==> src/rtl/sam_pkg.sv <==
// sam_pkg: shared types and constants for the suffix automaton core.
// Used by sam_ctrl, sam_dpath and the top level; depends on nothing.
package sam_pkg;

  localparam int SYM_W = 5;
  localparam int OUT_W = 13;

  typedef enum logic [4:0] {
    S_INIT, S_IDLE, S_DECIDE, S_CLR, S_BCHK, S_SETUP, S_NEW, S_WALK,
    S_LROOT, S_NXT, S_LCUR, S_LNXT, S_REDIR, S_MSTART, S_MCHK, S_MBAD,
    S_OUT, S_OUTFULL
  } state_t;

  typedef enum logic [3:0] {
    OP_NONE, OP_ROOT, OP_SETUP, OP_NEW, OP_WALK, OP_LROOT, OP_NXT,
    OP_LCUR, OP_LNXT, OP_REDIR, OP_MSTART, OP_MCHK, OP_MBAD, OP_OUT,
    OP_OUTFULL
  } op_t;

  typedef enum logic [2:0] {
    RD_WALK, RD_LAST, RD_LINK, RD_HIT, RD_MSTART
  } rd_sel_t;

  typedef struct packed {
    op_t     op;
    rd_sel_t rd_sel;
  } cmd_t;

  typedef struct packed {
    logic first;
    logic sym_bad;
    logic full;
    logic hit;
    logic link_zero;
    logic len_ok;
    logic eq_nxt;
    logic out_free;
  } status_t;

endpackage

==> src/rtl/sam_ctrl.sv <==
// sam_ctrl: sequencer for build and match steps of the suffix automaton.
// Depends on sam_pkg.
module sam_ctrl (
  input  logic              clk,
  input  logic              rst,
  input  logic              mode,
  input  logic              s_tvalid,
  output logic              s_tready,
  output logic              load,
  input  sam_pkg::status_t  st,
  output sam_pkg::cmd_t     cmd
);
  sam_pkg::state_t state, state_next;

  always_ff @(posedge clk) begin
    if (rst) begin
      state <= sam_pkg::S_INIT;
    end else begin
      state <= state_next;
    end
  end

  always_comb begin
    state_next = state;
    unique case (state)
      sam_pkg::S_INIT:   state_next = sam_pkg::S_IDLE;
      sam_pkg::S_IDLE:   if (s_tvalid) state_next = sam_pkg::S_DECIDE;
      sam_pkg::S_DECIDE: begin
        if (!mode) state_next = st.first ? sam_pkg::S_CLR : sam_pkg::S_BCHK;
        else       state_next = st.sym_bad ? sam_pkg::S_MBAD : sam_pkg::S_MSTART;
      end
      sam_pkg::S_CLR:    state_next = sam_pkg::S_BCHK;
      sam_pkg::S_BCHK: begin
        priority if (st.sym_bad) state_next = sam_pkg::S_OUT;
        else if (st.full)       state_next = sam_pkg::S_OUTFULL;
        else                    state_next = sam_pkg::S_SETUP;
      end
      sam_pkg::S_SETUP:  state_next = sam_pkg::S_NEW;
      sam_pkg::S_NEW:    state_next = sam_pkg::S_WALK;
      sam_pkg::S_WALK: begin
        if (st.hit)            state_next = sam_pkg::S_NXT;
        else if (st.link_zero) state_next = sam_pkg::S_LROOT;
      end
      sam_pkg::S_LROOT:  state_next = sam_pkg::S_OUT;
      sam_pkg::S_NXT:    state_next = st.len_ok ? sam_pkg::S_OUT : sam_pkg::S_LCUR;
      sam_pkg::S_LCUR:   state_next = sam_pkg::S_LNXT;
      sam_pkg::S_LNXT:   state_next = sam_pkg::S_REDIR;
      sam_pkg::S_REDIR:  if (!st.eq_nxt || st.link_zero) state_next = sam_pkg::S_OUT;
      sam_pkg::S_MSTART: state_next = sam_pkg::S_MCHK;
      sam_pkg::S_MCHK:   if (st.hit || st.link_zero) state_next = sam_pkg::S_OUT;
      sam_pkg::S_MBAD:   state_next = sam_pkg::S_OUT;
      sam_pkg::S_OUT, sam_pkg::S_OUTFULL: if (st.out_free) state_next = sam_pkg::S_IDLE;
      default:           state_next = sam_pkg::S_INIT;
    endcase
  end

  always_comb begin
    cmd.op     = sam_pkg::OP_NONE;
    cmd.rd_sel = sam_pkg::RD_WALK;
    s_tready   = 1'b0;
    unique case (state)
      sam_pkg::S_INIT, sam_pkg::S_CLR: cmd.op = sam_pkg::OP_ROOT;
      sam_pkg::S_IDLE:   s_tready = 1'b1;
      sam_pkg::S_SETUP: begin
        cmd.op = sam_pkg::OP_SETUP;
        cmd.rd_sel = sam_pkg::RD_LAST;
      end
      sam_pkg::S_NEW: begin
        cmd.op = sam_pkg::OP_NEW;
        cmd.rd_sel = sam_pkg::RD_LAST;
      end
      sam_pkg::S_WALK: begin
        cmd.op = sam_pkg::OP_WALK;
        cmd.rd_sel = st.hit ? sam_pkg::RD_HIT : sam_pkg::RD_LINK;
      end
      sam_pkg::S_LROOT:  cmd.op = sam_pkg::OP_LROOT;
      sam_pkg::S_NXT:    cmd.op = sam_pkg::OP_NXT;
      sam_pkg::S_LCUR:   cmd.op = sam_pkg::OP_LCUR;
      sam_pkg::S_LNXT:   cmd.op = sam_pkg::OP_LNXT;
      sam_pkg::S_REDIR: begin
        cmd.op = sam_pkg::OP_REDIR;
        cmd.rd_sel = sam_pkg::RD_LINK;
      end
      sam_pkg::S_MSTART: begin
        cmd.op = sam_pkg::OP_MSTART;
        cmd.rd_sel = sam_pkg::RD_MSTART;
      end
      sam_pkg::S_MCHK: begin
        cmd.op = sam_pkg::OP_MCHK;
        cmd.rd_sel = sam_pkg::RD_LINK;
      end
      sam_pkg::S_MBAD:   cmd.op = sam_pkg::OP_MBAD;
      sam_pkg::S_OUT:    if (st.out_free) cmd.op = sam_pkg::OP_OUT;
      sam_pkg::S_OUTFULL: if (st.out_free) cmd.op = sam_pkg::OP_OUTFULL;
      default:           cmd.op = sam_pkg::OP_NONE;
    endcase
  end

  assign load = s_tvalid && s_tready;
endmodule

==> config.mk <==
export PLATFORM = sky130hd
export DESIGN_NAME = sam_ctrl
export DESIGN_NICKNAME = d
export VERILOG_FILES = /design/src/rtl/sam_pkg.sv /design/src/rtl/sam_ctrl.sv
export SDC_FILE = /design/constraint.sdc
export NUM_CORES = 1
export LEC_CHECK = 0
export BUFFER_PORTS_ARGS = -buffer_cell sky130_fd_sc_hd__buf_2
export CAP_MARGIN = 30
export CORE_MARGIN = 3
export CORE_UTILIZATION = 40
export DETAILED_ROUTE_END_ITERATION = 10
export MAX_ROUTING_LAYER = met4
export PLACE_DENSITY = 0.65
export SETUP_SLACK_MARGIN = 0.2
export SYNTH_ARGS = -nofsm -noshare
export SYNTH_HDL_FRONTEND = slang
export SYNTH_SLANG_ARGS = --single-unit
==> constraint.sdc <==
create_clock -name clk -period 1.8 [get_ports clk]
set_clock_uncertainty 0.1 [all_clocks]
set_input_delay 0.36 -clock clk [delete_from_list [all_inputs] [get_ports clk]]
set_output_delay 0.36 -clock clk [all_outputs]
set_load 0.02 [all_outputs]
==> results_dict.tcl, run 1 <==
set metrics [dict create \
    vias 1016 \
    synth_ff_type "dfxtp_1" \
    synth_compound_area_share_pct 33.90 \
    numPlacedInstances 150 \
    synthXorXnorAreaFrac_pct 2.652 \
    place_congestion 0.9120 \
    critPathLaunchType "register" \
    drv_cap 0 \
    hpwl_um 1778 \
    setup.worst_path.class "reg -> out" \
    clock-sinks 5 \
    cp_data_arrival_time_ns 1.39 \
    final_common_cell "buf_4" \
    grt_first_pass_wirelength_um 4215 \
    status "complete, but fails checks" \
    synthSimpleGateAreaFrac_pct 37.12 \
    synth_seq_cells 5 \
    final-instance-count-excl-fill 164 \
    coreArea_sq_mm 0.001524 \
    io_buffers 20 \
    synthArstFlopShare_pct 0 \
    diodes 0 \
    leakagePower_nw 0.5304 \
    rows 14 \
    syn_nets 113 \
    rsz0062_at_grt "yes" \
    synth.avg_cell_area_sq_um 6.541 \
    worstHoldPathType "in -> reg" \
    timing.final.crit_share_pct 102.9 \
    syn_inst 101 \
    drt_iter0_markers 40 \
    wl_per_cell_um 17.22 \
    hold_violations 0 \
    setup_viol 4 \
    num_io_pins 21 \
    start_util_pct 43.35 \
    synthMuxAreaShare_pct 1.705 \
    ant_nets 0 \
    crit_required_ns 1.34 \
    drc_errors 0 \
    synth_warnings 0 \
    synth_top_family_by_area "simple AND/OR/NAND/NOR gates" \
    drive_gt1_share_pct 58.11 \
    crit_path_end_kind "output port" \
    cts_buffer_depth 2 \
    clock.fmax_mhz 539.9 \
    antenna_found_initial 0 \
    clk_pin_slew_ns 0.04 \
    grt_start_max_net_pins 11 \
    synth_cell_types 35 \
    grt-ovfl-total 0 \
    synth_fa_ha_area_share_pct 0 \
    via_per_inst 6.195 \
    layout_common_cells "25 x buf_4, 12 x buf_2, 12 x buf_6" \
    routed_wl_um 2824 \
    drt_pass1_iterations 4 \
    cts_tree "done" \
    synthesis.area_sq_um 660.6 \
    die_h_um 46.64 \
    clk_latency_ns 0.24 \
    relSlewSlack_pct 77.74 \
    fp.dieW_um 46.64 \
    synth_seq_area_share_pct 15.15 \
    worst_pin_slew_ns 0.3295 \
    largest_reg_flops 5 \
    power_mw 1.617 \
    grt_usage_pct 28.57 \
    slew_viol_final 0 \
    cts_root_buf "clkbuf_4" \
    worst_slack_ns -0.05217 \
    placed_area_sq_um 970.9 \
    grt_pass1_vias 874 \
    violations "negative setup slack" \
    ir_drop_v 0.001029 \
    cp_max_fo 4 \
    p_per_area_mw_per_mm2 1273 \
    largest_register "state" \
    period_needed_ns 1.852 \
    largestRegisters "state (5)" \
    finalNetCount 161 \
    synth_edf_count 0 \
    dieArea_sq_mm 0.002175 \
    cts_htree_levels 1 \
    cts_made_buffers 3 \
    stdcell_area_sq_mm 0.001270 \
    cts_hold_repair.buffers 0 \
    area_growth_pct 92.24 \
]
-- final cells by class --
type                    instances  area (sq um)
clock buffers                   4         26.28
fillers                        94         254.0
inverters                       5         18.77
multi-input cells              83         668.1
flip-flops and latches          5         118.9
well taps                      16         20.02
repair buffers                 51         417.9
-- cells by family (layout without fill, tap and decap cells) --
logic type             Yosys count  in the layout
AND/OR/NAND/NOR                 47             47
AO/OA/AOI/OAI                   33             33
buffers and inverters           13             60
flip-flops                       5              5
XOR/XNOR                         2              2
multiplexers                     1              1
-- routing by layer --
| metal | GRT usage (%) | wire (um) | up-vias | part of all wire, % |
|---|---|---|---|---|
| li1 | - | - | 474 | - |
| met1 | 37.67 | 1166 | 484 | 41 |
| met2 | 44.23 | 1417 | 48 | 50 |
| met3 | 2.344 | 162 | 10 | 5.7 |
| met4 | 12.15 | 78 | 0 | 2.8 |
| met5 | - | 0 | - | 0 |
-- per-stage QoR --
| stage | hold slack (ns) | worst slack (ns) | utilization, % | setup TNS [ns] |
|---|---|---|---|---|
| 2_1_floorplan | 0.3291 | 0.1992 | - | 0 |
| 3_3_place_gp | 0.4835 | 0.06050 | 63.71 | 0 |
| 3_5_place_dp | 0.4844 | 0.04262 | 63.71 | 0 |
| 4_1_cts | 0.2158 | -0.04913 | 75.86 | -0.1259 |
| 5_1_grt | 0.2387 | -0.09997 | 83.33 | -0.5977 |
| 6_report | 0.2443 | -0.05217 | 83.33 | -0.1311 |
-- worst paths after layout --
kind | from | end | slack [ns] | cells past startpoint
worst max register to register | state[3] | state[0] | -0.02 | 6
worst max-delay path | state[1] | cmd[3] | -0.05 | 4
worst min register to register | state[2] | state[3] | 0.63 | 4
worst min-delay path | rst | state[2] | 0.24 | 2
-- critical path, stage by stage, from the launching register on --
cell and delay (ns):
dfxtp_4 0.36, buf_4 0.16, o32a_1 0.37, o32ai_4 0.11, buf_6 0.15
-- report_power, final --
| group | switching (mW) | total [mW] | internal [mW] |
|---|---|---|---|
| Sequential | 0.0715 | 0.227 | 0.155 |
| Clock | 0.0460 | 0.130 | 0.0838 |
| Combinational | 0.620 | 1.26 | 0.641 |
-- synthesized netlist by cell type (all sizes together) (4+ instances only) --
master / instances / area share (%)
dfxtp: 5 / 15
nor3: 4 / 3.0
nand2b: 5 / 4.7
nand2: 10 / 6.1
nor2b: 4 / 3.8
o22ai: 4 / 3.8
nor2: 9 / 5.1
nand3: 4 / 3.0
buf: 6 / 5.5
a21oi: 13 / 9.8
inv: 5 / 2.8
-- timing repair --
item	in CTS	in global routing
setup endpoints to repair	14	14
pin swaps	7	8
gates resized for setup	33	20
setup buffers	6	4
cloned	0	0
No activity file was read; power rests on OpenSTA's default activity.
==> run 2, diff against run 1 <==
Settings changed: GPL_TIMING_DRIVEN set to 0.
==> run 2 against run 1 <==
Effect of this change: global-route usage up 6.4 points; the run still ends with negative setup slack left; total power up 8.7%; via count up 9.2%; register-to-register slack worse by 0.18 ns; setup slack worse by 0.15 ns; die area unchanged; sequential power down 12%; non-clock buffer count down 3; final area down 1.5%; sequential share of layout area down 0.56 points; core utilization down 1.2 points.
==> results_dict.tcl, run 2 (same netlist as run 1, synthesis figures left out) <==
set metrics [dict create \
    cp_max_fo 5 \
    status "complete, but fails checks" \
    utilization_pct 82.10 \
    via_per_inst 6.888 \
    hpwl_um 1614 \
    cts_buffer_depth 2 \
    reg2reg_slack_ns -0.20 \
    critPathLaunchType "register" \
    cts_tree "done" \
    grt_usage_pct 34.92 \
    fp.dieW_um 46.64 \
    cp_data_arrival_time_ns 2.05 \
    worstHoldPathType "in -> reg" \
    min_path_cells 2 \
    diodes 0 \
    routed_wl_um 3450 \
    crit_required_ns 1.85 \
    place_congestion 0.8925 \
    power_mw 1.757 \
    rr_worst_depth 6 \
    whs_endpoint "state[0]" \
    r2r-start "state[1]" \
    final_common_cell "buf_4" \
    setup.worst_path.start "state[1]" \
    leakagePower_nw 0.5088 \
    clock.fmax_mhz 498.9 \
    period_needed_ns 2.005 \
    grt_first_pass_wirelength_um 5092 \
    start_util_pct 43.35 \
    largest_register "state" \
    io_buffers 20 \
    drc_errors 0 \
    drive_gt1_share_pct 56.55 \
    grt_pass1_vias 1021 \
    clk_pin_slew_ns 0.07 \
    violations "negative setup slack" \
    slew_viol_final 0 \
    drv_cap 0 \
    grt_start_max_net_pins 11 \
    clock-sinks 5 \
    timing.final.crit_share_pct 111.4 \
    whs_ns 0.2504 \
    largestRegisters "state (5)" \
    vias 1109 \
    setup_viol 10 \
    wl_per_cell_um 21.43 \
    hp-start "rst" \
    setup.worst_path.class "reg -> reg" \
    drt_pass1_iterations 4 \
    hold_violations 0 \
    p_per_area_mw_per_mm2 1404 \
    layout_common_cells "18 x buf_4, 14 x buf_6, 12 x buf_2" \
    largest_reg_flops 5 \
    worst_slack_ns -0.2045 \
    setup_tns_ns -0.8996 \
    drt_iter0_markers 101 \
    cts_htree_levels 1 \
    ant_nets 0 \
    crit_path_end_kind "register" \
    dieArea_sq_mm 0.002175 \
    grt-ovfl-total 0 \
    area_growth_pct 89.39 \
    worst_pin_slew_ns 0.3792 \
    num_io_pins 21 \
    clk_latency_ns 0.27 \
    rsz0062_at_grt "yes" \
    rows 14 \
    antenna_found_initial 0 \
    die_h_um 46.64 \
    r2r_end "state[4]" \
    ir_drop_v 0.001049 \
    cts_root_buf "clkbuf_4" \
    finalNetCount 158 \
    cts_made_buffers 3 \
    relSlewSlack_pct 74.63 \
    coreArea_sq_mm 0.001524 \
]
==> run 2: changes by cell type in the layout (fill, tap and decap cells not counted), moves of 3 or more <==
cell     previous run  this run
buf_4              25        18
a21oi_1            11         8
a21oi_2             2         5
dfxtp_4             5         2
==> run 2: area by class of cell <==
cell class,instances,area (sq um)
Buffer,8,115.1
Tap cell,16,20.02
Sequential cell,5,110.1
Clock buffer,4,26.28
Fill cell,97,272.8
Timing Repair Buffer,40,307.8
Inverter,5,22.52
Multi-Input combinational cell,83,649.4
==> run 2: metal layers <==
metal / GRT usage, % / share of wire [%] / vias up
met5: - / 0 / -
met4: 24.31 / 5.8 / 0
met3: 5.469 / 12 / 28
met2: 53.85 / 46 / 111
met1: 40.83 / 36 / 495
li1: - / - / 475
==> run 2: per-stage QoR <==
stage	instance area [sq um]	setup WS, ns	std cells
2_1_floorplan	752.0	0.1992	101
5_1_grt	1251	-0.2484	161
3_5_place_dp	872.1	-0.04593	137
3_3_place_gp	872.1	-0.04561	137
4_1_cts	1177	-0.1125	158
6_report	1251	-0.2045	161
==> run 2: report_power, final <==
part / switching [mW] / leakage, nW / total [mW] / internal (mW)
clock network: 0.0648 / 0.0150 / 0.150 / 0.0849
registers: 0.0488 / 0.0430 / 0.200 / 0.151
logic: 0.725 / 0.451 / 1.41 / 0.682
==> run 2: what timing repair did <==
| item | 4_1_cts | 5_1_grt |
|---|---|---|
| resized for setup | 43 | 14 |
| cloned | 1 | 0 |
| endpoints found under the hold margin | 0 | 0 |
| setup endpoints to repair | 14 | 14 |
| setup buffers | 16 | 3 |
| hold buffers | 0 | 0 |
| pin swaps | 6 | 3 |
==> run 2: critical path: stages, from the launching register on <==
cell and delay, ns:
dfxtp_4 0.35, buf_6 0.12, buf_4 0.15, or4_1 0.59, o22ai_1 0.22, nor3_1 0.09
nor3_1 0.27
==> run 2: worst max path at each step <==
stage	end	slack, ns	cells after the start
6_report	state[4]	-0.20	6
5_1_grt	cmd[3]	-0.25	6
4_1_cts	cmd[3]	-0.11	5
3_5_place_dp	state[0]	-0.05	6
3_3_place_gp	cmd[3]	-0.05	6
2_1_floorplan	load	0.20	4
==> run 3, diff against run 2 <==
Settings changed: GPL_ROUTABILITY_DRIVEN set to 0, SLEW_MARGIN set to 25.
Clock period 1.8 ns to 2.1 ns, I/O delays scaled along.
==> run 3 against run 2 <==
Effect of this change: the flow now finishes without violations; register-to-register slack gained 0.43 ns; final area fell by 11%; first-iteration DRC count shrank 29%; critical path type is now reg -> out; critical endpoint is now cmd[4]; final cell count decreased by 5.6%; die area stayed put; combinational power down 36%; clock-buffer cell count did not move; setup slack improved by 0.28 ns; global-route usage fell by 12 points; total power down 32%; core utilization is 9.4 points lower; sequential share of layout area up 0.91 points.
==> results_dict.tcl, run 3 (same netlist as run 1, synthesis figures left out) <==
set metrics [dict create \
    whs_endpoint "state[1]" \
    drc_errors 0 \
    antenna_found_initial 0 \
    status "complete, no violations" \
    grt-ovfl-total 0 \
    hpwl_um 1508 \
    cp_num_cells 6 \
    largest_reg_flops 5 \
    slowest_stage "dfxtp_4" \
    grt_start_max_net_pins 11 \
    crit_path_frequent_cell "buf_4" \
    reg2reg_slack_ns 0.23 \
    crit_path_max_incr_delay_ns 0.36 \
    largestRegisters "state (5)" \
    setup.worst_path.start "state[1]" \
    cts_made_buffers 3 \
    num_io_pins 21 \
    ant_nets 0 \
    setup_tns_ns 0 \
    cts_buffer_depth 2 \
    clk_latency_ns 0.26 \
    final_common_cell "buf_2" \
    io_buffers 20 \
    cp.buffers_inverters 4 \
    drive_gt1_share_pct 46.32 \
    drt_iter0_markers 72 \
    grt_first_pass_wirelength_um 3429 \
    cts_root_buf "clkbuf_4" \
    cp_max_fo 5 \
    ir_drop_v 0.0007070 \
    start_util_pct 43.35 \
    numPlacedInstances 137 \
    leakagePower_nw 0.4484 \
    rows 14 \
    slew_viol_final 0 \
    crit_path_end_kind "output port" \
    diodes 0 \
    cts_hold_repair.buffers 0 \
    timing.final.crit_share_pct 96.53 \
    cts_htree_levels 1 \
    r2r_end "state[4]" \
    p_per_area_mw_per_mm2 1078 \
    period_needed_ns 2.027 \
    routed_wl_um 2554 \
    finalNetCount 149 \
    min_path_cells 2 \
    clock-sinks 5 \
    largest_register "state" \
    via_per_inst 6.296 \
    rr_worst_depth 7 \
    dieArea_sq_mm 0.002175 \
    crit_chain "buf_6 > buf_8 > buf_4 > xnor2_1 > o32ai_2 > buf_4" \
    fp.dieW_um 46.64 \
    drv_cap 0 \
    final-instance-count-excl-fill 152 \
    cpLargestDelayFamily "buffers and inverters" \
    hold_violations 0 \
    hp-start "rst" \
    crit_required_ns 1.58 \
    layout_common_cells "14 x buf_2, 13 x buf_4, 13 x a21oi_1" \
    setup.worst_path.class "reg -> out" \
    relSlewSlack_pct 75.36 \
    wl_per_cell_um 16.80 \
    clock.fmax_mhz 493.3 \
    rsz0062_at_grt "yes" \
    cp_data_arrival_time_ns 1.51 \
    cts_tree "done" \
    area_growth_pct 67.80 \
    coreArea_sq_mm 0.001524 \
    vias 957 \
    worst_pin_slew_ns 0.3649 \
    worstHoldPathType "in -> reg" \
    die_h_um 46.64 \
    drt_pass1_iterations 4 \
    setup_viol 0 \
    r2r-start "state[1]" \
    grt_pass1_vias 749 \
    critPathLaunchType "register" \
    grt_usage_pct 22.90 \
    clk_pin_slew_ns 0.05 \
]
## run 3: worst max-delay path by stage
stage          endpoint
6_report         cmd[4]
5_1_grt          cmd[3]
4_1_cts          cmd[3]
3_5_place_dp     cmd[3]
3_3_place_gp     cmd[3]
2_1_floorplan      load
## run 3: worst reg2reg max path: stages, from the launching register on
cell and delay, ns:
dfxtp_4 0.36, buf_6 0.13, buf_12 0.12, buf_4 0.13, or4_1 0.54, o22ai_1 0.22
nor3_1 0.06, nor3_1 0.13
## run 3: final cells by class
| cell class | count | area [sq um] |
|---|---|---|
| Multi-Input combinational cell | 83 | 608.1 |
| Tap cell | 16 | 20.02 |
| Buffer | 8 | 90.09 |
| Clock buffer | 4 | 26.28 |
| Inverter | 5 | 18.77 |
| Fill cell | 122 | 415.4 |
| Sequential cell | 5 | 107.6 |
| Timing Repair Buffer | 31 | 237.7 |
## run 3: power breakdown
| part | internal (mW) | switching (mW) |
|---|---|---|
| registers | 0.126 | 0.0423 |
| clock network | 0.0723 | 0.0470 |
| logic | 0.419 | 0.488 |
| total | 0.617 | 0.577 |
## run 3: timing repair
item / 4_1_cts / 5_1_grt
buffers inserted: 5 / 6
gates resized for setup: 26 / 24
setup endpoints to repair: 9 / 10
pin swaps: 4 / 7
## run 3: metrics by stage
| step | util, % | hold slack (ns) | total power, mW | worst slack (ns) | area, sq um |
|---|---|---|---|---|---|
| after floorplan | - | 0.3891 | 0.6192 | 0.2696 | 684.4 |
| after global placement | 52.79 | 0.5479 | 0.7733 | 0.02533 | 804.5 |
| after detailed placement | 52.79 | 0.5491 | 0.7726 | 0.04388 | 804.5 |
| after CTS | 62.56 | 0.2637 | 1.041 | 0.1110 | 953.4 |
| after global routing | 72.74 | 0.2907 | 1.265 | 0.03286 | 1109 |
| final | 72.74 | 0.2855 | 1.195 | 0.07278 | 1109 |
## run 3: metal layers
metal,up-vias,wire (um),share of wire [%],GRT usage (%)
li1,447,-,-,-
met1,438,1010,40,30.57
met2,66,1269,50,34.34
met3,6,226,8.8,5.859
met4,0,46,1.8,5.525
met5,-,0,0,-
